--- src/rtl/pdim_pkg.sv ---
// Types and constants for the push-button dimmer control machine.
package pdim_pkg;

  // Field widths
  localparam int unsigned TickW   = 16;
  localparam int unsigned LevelW  = 8;
  localparam int unsigned CmdW    = 3;
  localparam int unsigned CfgIdxW = 1;
  localparam int unsigned InDataW  = 40;  // 33 bits of fields, padded to bytes
  localparam int unsigned OutDataW = 8;   // 4 bits of fields, padded to bytes

  // Fixed timing, in ticks
  localparam logic [TickW-1:0] PressDebounce   = 16'd20;
  localparam logic [TickW-1:0] ReleaseDebounce = 16'd10;
  localparam logic [TickW-1:0] IdleTicks       = 16'd512;

  // Register reset values
  localparam logic [TickW-1:0] LongPressReset = 16'd512;
  localparam logic [TickW-1:0] RepeatReset    = 16'd256;

  // Configuration register indexes
  localparam logic [CfgIdxW-1:0] RegLongPress = 1'b0;
  localparam logic [CfgIdxW-1:0] RegRepeat    = 1'b1;

  // Lamp commands
  typedef enum logic [CmdW-1:0] {
    CMD_NONE   = 3'd0,
    CMD_OFF    = 3'd1,
    CMD_RECALL = 3'd2,
    CMD_UP     = 3'd3,
    CMD_DOWN   = 3'd4
  } cmd_e;

  // Button phases, one-hot
  typedef enum logic [5:0] {
    PH_RELEASED = 6'b000001,
    PH_DEBOUNCE = 6'b000010,
    PH_PRESSED  = 6'b000100,
    PH_LONGHELD = 6'b001000,
    PH_REL_DEB  = 6'b010000,
    PH_WAIT     = 6'b100000
  } phase_e;

  // Sleep phases, one-hot
  typedef enum logic [2:0] {
    SL_PROCESSING = 3'b001,
    SL_WAITING    = 3'b010,
    SL_READY      = 3'b100
  } sleep_e;

  // Machine state carried from tick to tick
  typedef struct packed {
    phase_e             phase;
    logic [TickW-1:0]   deadline;
    logic               dim_up;
    logic [LevelW-1:0]  lamp_level;
    sleep_e             sleep;
    logic [TickW-1:0]   idle_deadline;
  } state_t;

  // One tick's input fields
  typedef struct packed {
    logic [LevelW-1:0] min_level;
    logic [LevelW-1:0] actual_level;
    logic              button_up;
    logic [TickW-1:0]  now;
  } tick_t;

  // One or two commands produced by a tick
  typedef struct packed {
    logic two;
    cmd_e cmd0;
    cmd_e cmd1;
    logic sleep_ready;
  } res_t;

  // One result entry
  typedef struct packed {
    cmd_e cmd;
    logic last;
    logic sleep_ready;
  } entry_t;

  // Deadline reached: signed 16-bit difference is non-negative
  function automatic logic passed(input logic [TickW-1:0] now,
                                  input logic [TickW-1:0] t);
    logic [TickW-1:0] diff;
    diff = now - t;
    return ~diff[TickW-1];
  endfunction

endpackage

--- src/rtl/pdim_step.sv ---
// Next-state and command logic for one tick of the dimmer machine.
module pdim_step (
  input  pdim_pkg::state_t                 state_i,
  input  pdim_pkg::tick_t                  tick_i,
  input  logic [pdim_pkg::TickW-1:0]       long_press_i,
  input  logic [pdim_pkg::TickW-1:0]       repeat_i,
  output pdim_pkg::state_t                 state_o,
  output pdim_pkg::res_t                   res_o
);

  logic                        up;
  logic                        due;
  logic [pdim_pkg::LevelW-1:0] level_new;

  assign up  = tick_i.button_up;
  assign due = pdim_pkg::passed(tick_i.now, state_i.deadline);

  // Button machine
  always_comb begin
    state_o   = state_i;
    res_o     = '{two: 1'b0, cmd0: pdim_pkg::CMD_NONE, cmd1: pdim_pkg::CMD_NONE,
                  sleep_ready: 1'b0};
    level_new = (state_i.lamp_level == '0) ? tick_i.actual_level : state_i.lamp_level;
    unique case (state_i.phase)
      pdim_pkg::PH_RELEASED: begin
        if (!up) begin
          state_o.phase    = pdim_pkg::PH_DEBOUNCE;
          state_o.deadline = tick_i.now + pdim_pkg::PressDebounce;
        end
      end
      pdim_pkg::PH_DEBOUNCE: begin
        if (up) begin
          state_o.phase = pdim_pkg::PH_RELEASED;
        end else if (due) begin
          state_o.phase      = pdim_pkg::PH_PRESSED;
          state_o.deadline   = tick_i.now + long_press_i;
          state_o.lamp_level = tick_i.actual_level;
        end
      end
      pdim_pkg::PH_PRESSED: begin
        if (up) begin
          res_o.cmd0    = (state_i.lamp_level != '0) ? pdim_pkg::CMD_OFF
                                                     : pdim_pkg::CMD_RECALL;
          state_o.phase = pdim_pkg::PH_RELEASED;
        end else if (due) begin
          // Long hold starts; a dark lamp is recalled first
          state_o.phase      = pdim_pkg::PH_LONGHELD;
          state_o.deadline   = tick_i.now + repeat_i;
          state_o.lamp_level = level_new;
          state_o.dim_up     = (level_new <= tick_i.min_level);
          if (state_i.lamp_level == '0) begin
            res_o.two  = 1'b1;
            res_o.cmd0 = pdim_pkg::CMD_RECALL;
            res_o.cmd1 = state_o.dim_up ? pdim_pkg::CMD_UP : pdim_pkg::CMD_DOWN;
          end else begin
            res_o.cmd0 = state_o.dim_up ? pdim_pkg::CMD_UP : pdim_pkg::CMD_DOWN;
          end
        end
      end
      pdim_pkg::PH_LONGHELD: begin
        if (up) begin
          state_o.phase    = pdim_pkg::PH_REL_DEB;
          state_o.deadline = tick_i.now + pdim_pkg::ReleaseDebounce;
        end else if (due) begin
          state_o.deadline = tick_i.now + repeat_i;
          res_o.cmd0 = state_i.dim_up ? pdim_pkg::CMD_UP : pdim_pkg::CMD_DOWN;
        end
      end
      pdim_pkg::PH_REL_DEB: begin
        if (due) begin
          state_o.phase    = pdim_pkg::PH_WAIT;
          state_o.deadline = tick_i.now + repeat_i;
        end
      end
      pdim_pkg::PH_WAIT: begin
        // Re-press inside the window reverses direction
        if (!up) begin
          state_o.dim_up   = ~state_i.dim_up;
          state_o.deadline = tick_i.now + repeat_i;
          state_o.phase    = pdim_pkg::PH_LONGHELD;
          res_o.cmd0 = state_i.dim_up ? pdim_pkg::CMD_DOWN : pdim_pkg::CMD_UP;
        end else if (due) begin
          state_o.phase = pdim_pkg::PH_RELEASED;
        end
      end
      default: begin
        state_o.phase = pdim_pkg::PH_RELEASED;
      end
    endcase

    // Sleep tracking, on the phase after this tick
    if (state_o.phase == pdim_pkg::PH_RELEASED) begin
      unique case (state_i.sleep)
        pdim_pkg::SL_READY: begin
          res_o.sleep_ready = 1'b1;
        end
        pdim_pkg::SL_WAITING: begin
          if (pdim_pkg::passed(tick_i.now, state_i.idle_deadline)) begin
            state_o.sleep = pdim_pkg::SL_READY;
          end
        end
        default: begin
          state_o.sleep         = pdim_pkg::SL_WAITING;
          state_o.idle_deadline = tick_i.now + pdim_pkg::IdleTicks;
        end
      endcase
    end else begin
      state_o.sleep = pdim_pkg::SL_PROCESSING;
    end
  end

endmodule

--- src/rtl/pdim_out_buf.sv ---
// Two-entry result buffer; takes one tick's one or two results at once.
module pdim_out_buf (
  input  logic           clk_i,
  input  logic           rst_ni,
  input  logic           push_i,
  input  pdim_pkg::res_t res_i,
  output logic           can_push_o,
  output logic           valid_o,
  input  logic           ready_i,
  output pdim_pkg::entry_t head_o
);

  logic [1:0]       cnt_q, cnt_d;
  pdim_pkg::entry_t e0_q, e0_d, e1_q, e1_d;
  logic             pop;

  assign pop        = valid_o && ready_i;
  assign valid_o    = (cnt_q != 2'd0);
  assign head_o     = e0_q;
  // Room for two entries once this cycle's pop is done
  assign can_push_o = (cnt_q == 2'd0) || ((cnt_q == 2'd1) && ready_i);

  // Fill and shift
  always_comb begin
    cnt_d = cnt_q;
    e0_d  = e0_q;
    e1_d  = e1_q;
    if (push_i) begin
      e0_d  = '{cmd: res_i.cmd0, last: ~res_i.two, sleep_ready: res_i.sleep_ready};
      e1_d  = '{cmd: res_i.cmd1, last: 1'b1, sleep_ready: res_i.sleep_ready};
      cnt_d = res_i.two ? 2'd2 : 2'd1;
    end else if (pop) begin
      e0_d  = e1_q;
      cnt_d = cnt_q - 2'd1;
    end
  end

  always_ff @(posedge clk_i or negedge rst_ni) begin
    if (!rst_ni) begin
      cnt_q <= 2'd0;
    end else begin
      cnt_q <= cnt_d;
    end
  end

  always_ff @(posedge clk_i) begin
    e0_q <= e0_d;
    e1_q <= e1_d;
  end

endmodule

--- src/rtl/pushbutton_dimmer_fsm.sv ---
// Top level of the push-button dimmer control machine.
//
//  channel  | dir | payload                                   | request when
//  s_axis   | in  | tdata: now, button_up, actual, min level  | tvalid & tready
//  m_axis   | out | tdata: command, sleep_ready; tlast        | tvalid & tready
//  cfg      | in  | cfg_index_i, cfg_data_i                   | cfg_valid_i & cfg_ready_o
//
// A tick request sits in the input register, is evaluated combinationally and
// lands in the two-entry result buffer; one tick per cycle when each gives
// one result and m_axis_tready is high. A tick giving two results holds back
// the next one, since the result port moves one entry per cycle. Output stalls
// back up into the input register and then s_axis_tready. Reset gives the
// released phase with the default timing registers; cfg_ready_o is always high.
module pushbutton_dimmer_fsm (
  input  logic                              clk_i,
  input  logic                              rst_ni,
  // now[15:0], button_up[16], actual_level[24:17], min_level[32:25]
  input  logic [pdim_pkg::InDataW-1:0]      s_axis_tdata,
  input  logic                              s_axis_tvalid,
  output logic                              s_axis_tready,
  // command[2:0], sleep_ready[3]
  output logic [pdim_pkg::OutDataW-1:0]     m_axis_tdata,
  output logic                              m_axis_tlast,
  output logic                              m_axis_tvalid,
  input  logic                              m_axis_tready,
  input  logic                              cfg_valid_i,
  output logic                              cfg_ready_o,
  input  logic [pdim_pkg::CfgIdxW-1:0]      cfg_index_i,
  input  logic [pdim_pkg::TickW-1:0]        cfg_data_i
);

  logic                        in_valid_q, in_valid_d;
  pdim_pkg::tick_t             in_tick_q;
  logic                        accept, consume, can_push;
  pdim_pkg::state_t            state_q, state_d;
  pdim_pkg::res_t              res;
  pdim_pkg::entry_t            head;
  logic [pdim_pkg::TickW-1:0]  long_press_q, repeat_q;

  // Input register
  assign consume       = in_valid_q && can_push;
  assign s_axis_tready = !in_valid_q || can_push;
  assign accept        = s_axis_tvalid && s_axis_tready;
  assign in_valid_d    = accept || (in_valid_q && !consume);

  always_ff @(posedge clk_i or negedge rst_ni) begin
    if (!rst_ni) begin
      in_valid_q <= 1'b0;
    end else begin
      in_valid_q <= in_valid_d;
    end
  end

  always_ff @(posedge clk_i) begin
    if (accept) begin
      in_tick_q <= s_axis_tdata[$bits(pdim_pkg::tick_t)-1:0];
    end
  end

  // Configuration registers
  assign cfg_ready_o = 1'b1;

  always_ff @(posedge clk_i or negedge rst_ni) begin
    if (!rst_ni) begin
      long_press_q <= pdim_pkg::LongPressReset;
      repeat_q     <= pdim_pkg::RepeatReset;
    end else if (cfg_valid_i) begin
      unique case (cfg_index_i)
        pdim_pkg::RegLongPress: long_press_q <= cfg_data_i;
        pdim_pkg::RegRepeat:    repeat_q     <= cfg_data_i;
        default: ;
      endcase
    end
  end

  // Machine state
  pdim_step u_step (
    .state_i      (state_q),
    .tick_i       (in_tick_q),
    .long_press_i (long_press_q),
    .repeat_i     (repeat_q),
    .state_o      (state_d),
    .res_o        (res)
  );

  always_ff @(posedge clk_i or negedge rst_ni) begin
    if (!rst_ni) begin
      state_q <= '{phase: pdim_pkg::PH_RELEASED, deadline: '0, dim_up: 1'b0,
                   lamp_level: '0, sleep: pdim_pkg::SL_PROCESSING,
                   idle_deadline: '0};
    end else if (consume) begin
      state_q <= state_d;
    end
  end

  // Result buffer
  pdim_out_buf u_out_buf (
    .clk_i      (clk_i),
    .rst_ni     (rst_ni),
    .push_i     (consume),
    .res_i      (res),
    .can_push_o (can_push),
    .valid_o    (m_axis_tvalid),
    .ready_i    (m_axis_tready),
    .head_o     (head)
  );

  assign m_axis_tdata = {4'b0000, head.sleep_ready, head.cmd};
  assign m_axis_tlast = head.last;

endmodule
--- config.mk ---
export PLATFORM = sky130hd
export DESIGN_NAME = pushbutton_dimmer_fsm
export DESIGN_NICKNAME = d
export VERILOG_FILES = /design/src/rtl/pdim_pkg.sv /design/src/rtl/pdim_step.sv /design/src/rtl/pdim_out_buf.sv /design/src/rtl/pushbutton_dimmer_fsm.sv
export SDC_FILE = /design/constraint.sdc
export NUM_CORES = 1
export LEC_CHECK = 0
export BUFFER_PORTS_ARGS = -buffer_cell sky130_fd_sc_hd__buf_4
export CORE_AREA = 2 2 132 134
export CTS_CLUSTER_SIZE = 8
export DETAILED_ROUTE_END_ITERATION = 10
export DIE_AREA = 0 0 134 136
export GPL_ROUTABILITY_DRIVEN = 0
export PLACE_DENSITY_LB_ADDON = 0.12
export SETUP_SLACK_MARGIN = 0.3
export SYNTH_ARGS = -nofsm -noshare
export SYNTH_HDL_FRONTEND = slang
export SYNTH_SLANG_ARGS = --single-unit
export TNS_END_PERCENT = 5
--- constraint.sdc ---
create_clock -name clk_i -period 2.65 [get_ports clk_i]
set_input_delay 0.53 -clock clk_i [delete_from_list [all_inputs] [get_ports clk_i]]
set_output_delay 0.53 -clock clk_i [all_outputs]
set_load 0.02 [all_outputs]
==> summary.md, run 1 <==
| Metric | Value |
|---|---|
| Layout area overhead | `27.8%` |
| Leakage | `4.67 nW` |
| PD cells | `1170 mW/mm^2` |
| CTS tree | `done` |
| DR vias | `6939` |
| Clk sinks | `126` |
| # fillers | `1395` |
| CP Launch Type | `flop` |
| Initial antenna violation count | `0` |
| Final Setup Violations | `14` |
| Ys async rst share | `67.5%` |
| Crit path capture | `u_out_buf.head_o[4]` |
| Total Die Area | `0.0182 mm^2` |
| Residual DRC count | `0` |
| Initial DRC count | `453` |
| Worst-Margin Slew | `761 ps` |
| Post-DR vias/cell | `5.76` |
| Status | `finished, violations left` |
| Crit path arrival time | `2970 ps` |
| Sequential share of the synthesized area | `40.9%` |
| Initial Utilization | `48.7%` |
| Worst reg2reg setup slack | `-150 ps` |
| Most common cell after layout, fill and taps aside | `buf_4` |
| GR Util met3 | `4.33%` |
| Setup TNS | `-681 ps` |
| Io pins | `74` |
| Area share of fa/ha/maj cells after synthesis | `11.4%` |
| CP startpoint | `state_q[24]` |
| Buf/Inv on CP | `1` |
| Synthesized flop and latch total | `126` |
| Die X | `134 um` |
| Post-Synth Simple-Gate Area | `12.9%` |
| Reg clk slew, reported paths | `60 ps` |
| Reg2reg path depth | `14` |
| Largest family of logic cells by synthesized area | `compound AO/OA/AOI/OAI gates` |
| H-tree depth | `4` |
| Total area of sequential cells | `0.00336 mm^2` |
| CTS Buffer Depth | `2` |
| CTS root buffer | `clkbuf_16` |
| Row count | `48` |
| Worst vdd ir | `0.607 mV` |
| Non-filler cells, final | `1204` |
| Post-synthesis xor/xnor area fraction | `3.94%` |
| Post-Syn Instances | `820` |
| Most frequent cells in the layout | `buf_4 (140), dfrtp_1 (81), ha_1 (65)` |
| Worst setup margin | `-148 ps` |
| CP Depth | `14` |
| Rel. slew slack | `49.1%` |
| Period utilisation layout | `106%` |
| Routed Antenna Nets | `0` |
| Max-slew violations | `0` |
| Total of max-cap violations | `0` |
| Maximum number of pins on one net before global-route repair | `36` |
| Vias in the first global route | `7091` |
| Netlist cell types | `77` |
| Crit. End Element | `flop` |
| Critical R2R Capture | `u_out_buf.head_o[4]` |
| CP top delay family | `compound AO/OA/AOI/OAI gates` |
| Crit-path cells | `nor4_4 -> nand2_1 -> nor2_1 -> buf_4 -> a21o_1 -> ha_4 -> nor2b_4 -> o21a_1 -> o21a_1 -> o21ai_2 -> a21oi_4 -> o2bb2ai_1 -> a22oi_1 -> o21ai_1` |
| Multi-input combinational cell area | `0.00483 mm^2` |
| Number of enable flip-flop cells after synthesis | `41` |
| Clk Latency, worst-skew pair | `430 ps` |
| Total grt overflow | `0` |
| Fin crit period | `2800 ps` |
| Critical path type | `flop to flop` |
| Pwr Total | `12.3 mW` |
| Layout cell share with drive strength beyond 1 | `30.6%` |
| Synth Area in Compound Gates | `19.2%` |
| Main synth FF type | `dfrtp_1` |
| Fmax achieved | `0.357 GHz` |
| Mux share of post-synthesis cell area | `7.07%` |
| Slowest CP cell | `dfrtp_1` |
| Placed cell count | `1167` |
| CP max stage delay | `410 ps` |
| Hold-fix buffers at CTS | `0` |
| WHS | `6.70 ps` |
| Required time of the critical path | `2820 ps` |
| Cell Area, Placed | `0.00954 mm^2` |
| Syn Std Cell Area | `0.00822 mm^2` |
| Skew final | `9.95 ps` |
| Most used cell, CP | `o21a_1` |
| Fin area | `0.0105 mm^2` |
| Final hold violations | `0` |
| Number of CTS-inserted buffers | `17` |
| Die H | `136 um` |
| WL final | `21200 um` |
| GRT met1 Usage | `31.6%` |
| Inserted Diodes | `0` |
| Final net count | `1102` |
| HP Class | `input port to asynchronous set/reset pin` |
| Synth warn | `0` |
| Core Region | `0.0169 mm^2` |
| PortBufs | `61` |
| Critical R2R Launch | `state_q[24]` |
| CP max FO | `7` |
| Most used routing layer | `met2` |
| GRT Util Overall | `24.2%` |
| Avg Inst Size Synth | `10.0 um^2` |
| RSZ-0062 raised after global routing | `true` |
| Failing checks | `negative setup slack` |
| Dpl ws | `-219 ps` |
| Detailed placement HPWL | `15700 um` |
| Global-route wire length before repair | `34900 um` |
| Met2 usage | `41.0%` |
| WL/cell | `17.6 um` |
| Final design utilization | `62.3%` |
| DR pass1 iterations | `7` |
==> power by group <==
part | leakage, nW | internal, mW | total, mW | switching (mW)
registers | 1.39 | 2.71 | 3.11 | 0.398
logic | 3.00 | 3.17 | 6.78 | 3.61
clock network | 0.284 | 1.42 | 2.38 | 0.960
total | 4.67 | 7.31 | 12.3 | 4.96
==> layer usage <==
metal,wire length [um],part of all wire [%]
met2,10400,49
met3,926,4.4
met4,421,2.0
met1,9470,45
met5,0,0
==> cell usage after synthesis, drive strengths merged, types with 7 or more instances <==
cell type,instances,area (um^2)
nand4,7,43.8
ha,72,901
o21a,13,97.6
mux2i,9,90.1
xor2,11,96.3
nand2,47,176
edfxtp,41,1230
and3,14,87.6
xnor2,26,228
a31oi,18,119
o211ai,10,75.1
nor2b,9,56.3
a21oi,71,359
a221oi,7,61.3
nor2,53,199
clkbuf,16,60.1
inv,53,199
o21ai,44,220
a21o,20,150
a211oi,7,52.6
nor3,11,55.1
buf,14,105
mux2,43,492
dfrtp,81,2030
nand2b,12,75.1
nand3,16,85.1
a22o,8,70.1
==> area by class of cell <==
cell class / instances / share of cell area (%)
multi-input cells: 614 / 45.9
flip-flops and latches: 126 / 32.0
repair buffers: 154 / 11.8
clock buffers: 18 / 4.18
well taps: 225 / 2.68
inverters: 53 / 1.89
clock inverters: 14 / 1.50
==> worst min path at each step <==
stage	endpoint	slack, ps	depth (start not counted)
finish	in_valid_q	7	1
global route	state_q[17]	30	1
CTS	state_q[23]	10	1
detailed placement	in_valid_q	470	1
global placement	in_valid_q	460	1
floorplan	in_valid_q	230	0
==> flip-flops by register name, indices dropped and copies added (netlist names) <==
name              cells
u_out_buf.cnt_q       2
u_out_buf.e1_q        3
in_tick_q            33
long_press_q         16
repeat_q             16
state_q              50
u_out_buf.head_o      5
in_valid_q            1
==> cells by family after synthesis <==
logic type                 Yosys count
AOI/OAI and AO/OA                  241
and+or+nand+nor                    205
DFF                                126
buffers and inverters               83
adders and majority gates           74
muxes                               52
xor gates and xnor gates            37
other                                2
==> repair_timing <==
| action | in CTS | in global routing |
|---|---|---|
| setup buffers | 3 | 2 |
| gates resized for setup | 51 | 25 |
| pin swaps | 35 | 19 |
| cloned | 0 | 0 |
| endpoints found under the setup margin | 58 | 58 |
No activity file was read; power rests on OpenSTA's default activity.
==> run 2, diff against run 1 <==
- clock period: 2.65 -> 2.4 ns (I/O delays scaled with it)
==> run 2 against run 1 <==
Against the previous run:
- the run still ends with negative setup slack left
- critical path depth unchanged
- clock skew is 2.0 ps higher
- fmax is 4.4% lower
- die area unchanged
- sequential cell count stayed put
- power increased by 18%
- count of clock-buffer cells in the layout did not move
- non-clock buffer count increased by 59
- register-to-register slack got worse by 380 ps
- sequential power rose by 11%
- worst hold slack got worse by 0.71 ps
- worst setup slack got worse by 380 ps
- largest cell class unchanged
==> summary.md, run 2 (synthesis results as in run 1) <==
| Metric | Value |
|---|---|
| Critical path type | `flop to flop (unchanged)` |
| Initial antenna violation count | `0 (unchanged)` |
| Fmax achieved | `0.342 GHz (was 0.357 GHz)` |
| CP max stage delay | `420 ps (was 410 ps)` |
| Period utilisation layout | `122% (was 106%)` |
| CP max FO | `7 (unchanged)` |
| CP Launch Type | `flop (unchanged)` |
| Most used cell, CP | `o21a_1 (unchanged)` |
| Vias in the first global route | `7260 (was 7091)` |
| Fin area | `0.0109 mm^2 (was 0.0105 mm^2)` |
| PD cells | `1320 mW/mm^2 (was 1170 mW/mm^2)` |
| HP Class | `input port to asynchronous set/reset pin (unchanged)` |
| Crit path arrival time | `3100 ps (was 2970 ps)` |
| Most frequent cells in the layout | `buf_4 (205), dfrtp_1 (81), ha_1 (66) (was buf_4 (140), dfrtp_1 (81), ha_1 (65))` |
| Total area of sequential cells | `0.00336 mm^2 (unchanged)` |
| DR vias | `7251 (was 6939)` |
| Clk Latency, worst-skew pair | `440 ps (was 430 ps)` |
| Seq pwr share | `23.8% (was 25.3%)` |
| Non-filler cells, final | `1263 (was 1204)` |
| Layout cell share with drive strength beyond 1 | `34.7% (was 30.6%)` |
| Setup TNS | `-9510 ps (was -681 ps)` |
| Inserted Diodes | `0 (unchanged)` |
| DR pass1 iterations | `5 (was 7)` |
| CTS tree | `done (unchanged)` |
| Residual DRC count | `0 (unchanged)` |
| Clock power frac | `18.3% (was 19.4%)` |
| Largest Register | `state_q (unchanged)` |
| Worst-Margin Slew | `504 ps (was 761 ps)` |
| Core Region | `0.0169 mm^2 (unchanged)` |
| Crit-path cells | `nor4_4 -> nand2_1 -> nor2_1 -> buf_4 -> a21o_1 -> ha_4 -> nor2b_4 -> o21a_1 -> o21a_1 -> o21ai_2 -> a21oi_4 -> o2bb2ai_2 -> a22oi_1 -> o21ai_1 (was nor4_4 -> nand2_1 -> nor2_1 -> buf_4 -> a21o_1 -> ha_4 -> nor2b_4 -> o21a_1 -> o21a_1 -> o21ai_2 -> a21oi_4 -> o2bb2ai_1 -> a22oi_1 -> o21ai_1)` |
| Switch Pwr | `5.70 mW (was 4.96 mW)` |
| Internal power | `8.75 mW (was 7.31 mW)` |
| Post-DR vias/cell | `5.74 (was 5.76)` |
| H-tree depth | `4 (unchanged)` |
| Final Setup Violations | `55 (was 14)` |
| Leakage | `4.96 nW (was 4.67 nW)` |
| GRT Util Overall | `25.3% (was 24.2%)` |
| Max-slew violations | `0 (unchanged)` |
| Clk sinks | `126 (unchanged)` |
| Maximum number of pins on one net before global-route repair | `52 (was 36)` |
| Number of CTS-inserted buffers | `17 (unchanged)` |
| Placed cell count | `1206 (was 1167)` |
| Io pins | `74 (unchanged)` |
| Rel. slew slack | `66.4% (was 49.1%)` |
| # fillers | `1371 (was 1395)` |
| Detailed placement HPWL | `16100 um (was 15700 um)` |
| Die X | `134 um (unchanged)` |
| Required time of the critical path | `2570 ps (was 2820 ps)` |
| Worst vdd ir | `0.737 mV (was 0.607 mV)` |
| Most common cell after layout, fill and taps aside | `buf_4 (unchanged)` |
| Total grt overflow | `0 (unchanged)` |
| Max reg flops | `50 (unchanged)` |
| RSZ-0062 raised after global routing | `true (unchanged)` |
| Status | `finished, violations left (unchanged)` |
| Pwr Total | `14.4 mW (was 12.3 mW)` |
| PortBufs | `61 (unchanged)` |
| Failing checks | `negative setup slack (unchanged)` |
| Global-route wire length before repair | `36400 um (was 34900 um)` |
| CTS root buffer | `clkbuf_16 (unchanged)` |
| Slowest CP cell | `dfrtp_1 (unchanged)` |
| Routed Antenna Nets | `0 (unchanged)` |
| Gate power share | `57.9% (was 55.3%)` |
| Final net count | `1161 (was 1102)` |
| Die H | `136 um (unchanged)` |
| Cell Area, Placed | `0.00984 mm^2 (was 0.00954 mm^2)` |
| Crit. End Element | `flop (unchanged)` |
| Row count | `48 (unchanged)` |
| WL/cell | `17.8 um (was 17.6 um)` |
| Reg clk slew, reported paths | `60 ps (about the same)` |
| Largest registers | `state_q x50, in_tick_q x33 (unchanged)` |
| Initial DRC count | `516 (was 453)` |
| Final hold violations | `0 (unchanged)` |
| Initial Utilization | `48.7% (unchanged)` |
| Sw Share | `39.5% (was 40.5%)` |
| Multi-input combinational cell area | `0.00482 mm^2 (was 0.00483 mm^2)` |
| Total of max-cap violations | `0 (unchanged)` |
| Layout area overhead | `33.0% (was 27.8%)` |
| Worst setup margin | `-525 ps (was -148 ps)` |
| Skew final | `12.0 ps (was 9.95 ps)` |
| CTS Buffer Depth | `2 (unchanged)` |
| Total Die Area | `0.0182 mm^2 (unchanged)` |
| Hold-fix buffers at CTS | `0 (unchanged)` |
| Fin crit period | `2930 ps (was 2800 ps)` |
| WL final | `22500 um (was 21200 um)` |
==> run 2: cell count changes in the layout (fill, tap and decap cells not counted), moves of 3 or more <==
cell     delta
a21oi_1     +3
o21ai_0     +4
buf_4      +65
o21ai_1     -5
a21oi_2     -3
buf_6       -8
inv_6       -3
==> run 2: per-layer routing <==
metal,vias to the layer above,GRT usage (%),routed length (um)
met4,0,7.74,325
met5,-,0,0
met1,3554,32.8,9950
met2,230,43.0,11200
met3,36,4.85,1050
li1,3431,-,-
==> run 2: worst paths after layout <==
path	startpoint	endpoint	slack, ps	depth (start not counted)
max in group asynchronous	rst_ni	repeat_q[8]	1670	2
worst min register to register	in_tick_q[24]	state_q[26]	510	1
worst max-delay path	state_q[23]	u_out_buf.head_o[4]	-530	14
worst max register to register	state_q[23]	u_out_buf.head_o[4]	-530	14
min in group clk_i	s_axis_tdata[24]	in_tick_q[24]	220	1
worst min-delay path	rst_ni	in_valid_q	6	1
==> run 2: power by group through the flow <==
stage                     registers, mW  clock network (mW)  logic, mW
after floorplan                    3.44                   0       4.34
after global placement             3.40                   0       6.60
after detailed placement           3.43                   0       6.84
after CTS                          3.41                2.68       7.65
after global routing               3.50                2.79       9.10
final                              3.44                2.65       8.37
==> run 2: worst max-delay path: cells and delay by family (launching register included) <==
| family | cells | cell delay (ps) |
|---|---|---|
| AOI/OAI and AO/OA | 8 | 1190 |
| and+or+nand+nor | 4 | 670 |
| DFF | 1 | 420 |
| adders and majority gates | 1 | 210 |
| buffers and inverters | 1 | 170 |
==> run 2: final cells by class <==
type	count	area share (%)
clock buffers	18	3.92
clock inverters	14	1.56
inverters	53	1.82
multi-input cells	614	44.0
flip-flops and latches	126	30.8
well taps	225	2.57
repair buffers	213	15.3
==> run 2: stage by stage <==
stage	setup slack [ps]	utilization (%)	hold slack, ps
CTS	-372	63.3	18.3
floorplan	-329	-	184
global route	-636	64.8	41.6
detailed placement	-505	58.3	473
finish	-525	64.8	5.99
global placement	-398	58.3	471
==> run 2: what timing repair did <==
item,CTS,global route
setup buffers,23,2
hold endpoints to repair,0,0
pin swaps,6,33
setup endpoints to repair,60,61
gates resized for setup,17,51
==> run 3, diff against run 2 <==
- SKIP_CTS_REPAIR_TIMING: not set -> 1
==> run 3 against run 2 <==
Against the previous run:
- first-iteration DRC count down 13%
- routed wire length down 2.8%
- largest cell class unchanged
- sequential share of layout area up 0.37 points
- critical path depth unchanged
- the run still ends with negative setup slack left
- clock skew about the same
- design area down 1.2%
- count of clock-buffer cells in the layout unchanged
- highest routed layer unchanged
- sequential cell count unchanged
- largest power group unchanged
==> summary.md, run 3 (synthesis results as in run 1) <==
| Metric | Value |
|---|---|
| Status | `finished, violations left (unchanged)` |
| Failing checks | `negative setup slack (unchanged)` |
| Max-slew violations | `0 (unchanged)` |
| WHS | `5.93 ps (was 5.99 ps)` |
| DR pass1 iterations | `5 (unchanged)` |
| H-tree depth | `4 (unchanged)` |
| PD cells | `1290 mW/mm^2 (was 1320 mW/mm^2)` |
| Most common cell after layout, fill and taps aside | `buf_4 (unchanged)` |
| Clk Latency, worst-skew pair | `430 ps (was 440 ps)` |
| Fmax achieved | `0.360 GHz (was 0.342 GHz)` |
| Skew final | `12.2 ps (was 12.0 ps)` |
| Global-route wire length before repair | `35400 um (was 36400 um)` |
| Dpl ws | `-505 ps (unchanged)` |
| Crit. End Element | `flop (unchanged)` |
| Final design utilization | `64.0% (was 64.8%)` |
| Final net count | `1143 (was 1161)` |
| Crit path capture | `u_out_buf.head_o[4] (unchanged)` |
| Switch Pwr | `5.56 mW (was 5.70 mW)` |
| Worst setup margin | `-376 ps (was -525 ps)` |
| PortBufs | `61 (unchanged)` |
| Fin area | `0.0108 mm^2 (was 0.0109 mm^2)` |
| Leakage | `4.88 nW (was 4.96 nW)` |
| Most used routing layer | `met2 (unchanged)` |
| CP max FO | `7 (unchanged)` |
| Rel. slew slack | `65.4% (was 66.4%)` |
| DR vias | `7164 (was 7251)` |
| Initial Utilization | `48.7% (unchanged)` |
| Total area of sequential cells | `0.00336 mm^2 (unchanged)` |
| WL final | `21900 um (was 22500 um)` |
| Total of max-cap violations | `0 (unchanged)` |
| CP startpoint | `state_q[25] (was state_q[23])` |
| Total grt overflow | `0 (unchanged)` |
| Final hold violations | `0 (unchanged)` |
| Inserted Diodes | `0 (unchanged)` |
| Placed cell count | `1206 (unchanged)` |
| Reg2reg path depth | `14 (unchanged)` |
| CP Launch Type | `flop (unchanged)` |
| Vias in the first global route | `7148 (was 7260)` |
| Met2 usage | `41.4% (was 43.0%)` |
| CTS Buffer Depth | `2 (unchanged)` |
| GRT Util Overall | `24.6% (was 25.3%)` |
| Initial DRC count | `448 (was 516)` |
| Sw Share | `39.8% (was 39.5%)` |
| CTS root buffer | `clkbuf_16 (unchanged)` |
| Fin crit period | `2780 ps (was 2930 ps)` |
| Routed Antenna Nets | `0 (unchanged)` |
| Detailed placement HPWL | `16100 um (unchanged)` |
| Internal power | `8.39 mW (was 8.75 mW)` |
| Number of CTS-inserted buffers | `17 (unchanged)` |
| RSZ-0062 raised after global routing | `true (unchanged)` |
| Gate power share | `56.4% (was 57.9%)` |
| Worst-Margin Slew | `519 ps (was 504 ps)` |
| Total Die Area | `0.0182 mm^2 (unchanged)` |
| Layout cell share with drive strength beyond 1 | `33.1% (was 34.7%)` |
| Critical R2R Capture | `u_out_buf.head_o[4] (unchanged)` |
| Critical path type | `flop to flop (unchanged)` |
| Largest registers | `state_q x50, in_tick_q x33 (unchanged)` |
| Required time of the critical path | `2570 ps (about the same)` |
| Layout area overhead | `31.4% (was 33.0%)` |
| Post-DR vias/cell | `5.75 (was 5.74)` |
| Max reg flops | `50 (unchanged)` |
| GRT met1 Usage | `31.9% (was 32.8%)` |
| Clk sinks | `126 (unchanged)` |
| Core Region | `0.0169 mm^2 (unchanged)` |
| Maximum number of pins on one net before global-route repair | `52 (unchanged)` |
| Worst vdd ir | `0.733 mV (was 0.737 mV)` |
| HP Class | `input port to asynchronous set/reset pin (unchanged)` |
| Die H | `136 um (unchanged)` |
| # fillers | `1402 (was 1371)` |
| Reg clk slew, reported paths | `60 ps (about the same)` |
| CTS tree | `done (unchanged)` |
| Cell Area, Placed | `0.00984 mm^2 (unchanged)` |
| Initial antenna violation count | `0 (unchanged)` |
| Crit path arrival time | `2940 ps (was 3100 ps)` |
| Most frequent cells in the layout | `buf_4 (187), dfrtp_1 (81), ha_1 (68) (was buf_4 (205), dfrtp_1 (81), ha_1 (66))` |
| Final Setup Violations | `56 (was 55)` |
| Die X | `134 um (unchanged)` |
| Io pins | `74 (unchanged)` |
| Critical R2R Launch | `state_q[25] (was state_q[23])` |
| Non-filler cells, final | `1245 (was 1263)` |
| Period utilisation layout | `116% (was 122%)` |
| Residual DRC count | `0 (unchanged)` |
| Clock power frac | `19.0% (was 18.3%)` |
| GR Util met3 | `4.85% (unchanged)` |
| Multi-input combinational cell area | `0.00482 mm^2 (about the same)` |
| WL/cell | `17.6 um (was 17.8 um)` |
| Largest Register | `state_q (unchanged)` |
| Row count | `48 (unchanged)` |
| Worst reg2reg setup slack | `-380 ps (was -530 ps)` |
| Seq pwr share | `24.7% (was 23.8%)` |
-- run 3: per-layer routing --
metal,routed length [um],share of wire (%),up-vias
met3,943,4.3,37
met4,365,1.7,0
met5,0,0,-
met2,10700,49,195
li1,-,-,3387
met1,9840,45,3545
-- run 3: worst min path at each step --
| stage | to | slack [ps] | from |
|---|---|---|---|
| after global placement | in_valid_q | 470 | rst_ni |
| after global routing | in_valid_q | 40 | rst_ni |
| after CTS | in_valid_q | 20 | rst_ni |
| after floorplan | in_valid_q | 180 | rst_ni |
| final | in_valid_q | 6 | rst_ni |
| after detailed placement | in_valid_q | 470 | rst_ni |
-- run 3: layout make-up --
class,instances,share of cell area (%)
clock inverters,14,1.57
inverters,53,1.84
well taps,225,2.61
multi-input cells,614,44.6
repair buffers,195,14.2
clock buffers,18,3.97
flip-flops and latches,126,31.1
-- run 3: critical path, stage by stage, from the launching register on --
cell,delay (ps)
dfrtp_1,410
nor4_4,290
nand2_1,100
nor2_1,100
buf_4,160
a21o_1,170
ha_4,210
nor2b_4,120
o21a_1,160
o21a_1,170
o21ai_2,160
a21oi_4,120
o2bb2ai_2,140
a22oi_2,120
o21ai_1,90
-- run 3: power by group through the flow --
| stage | Combinational (mW) | Sequential, mW | Clock (mW) |
|---|---|---|---|
| 2_1_floorplan | 4.34 | 3.44 | 0 |
| 3_3_place_gp | 6.60 | 3.40 | 0 |
| 3_5_place_dp | 6.84 | 3.43 | 0 |
| 4_1_cts | 6.92 | 3.41 | 2.68 |
| 5_1_grt | 8.62 | 3.50 | 2.79 |
| 6_report | 7.86 | 3.44 | 2.65 |
-- run 3: metrics by stage --
stage,power [mW],setup TNS [ps]
CTS,13.0,-20830
finish,13.9,-8720
global placement,10.0,-15050
global route,14.9,-15890
detailed placement,10.3,-19740
floorplan,7.78,-6950
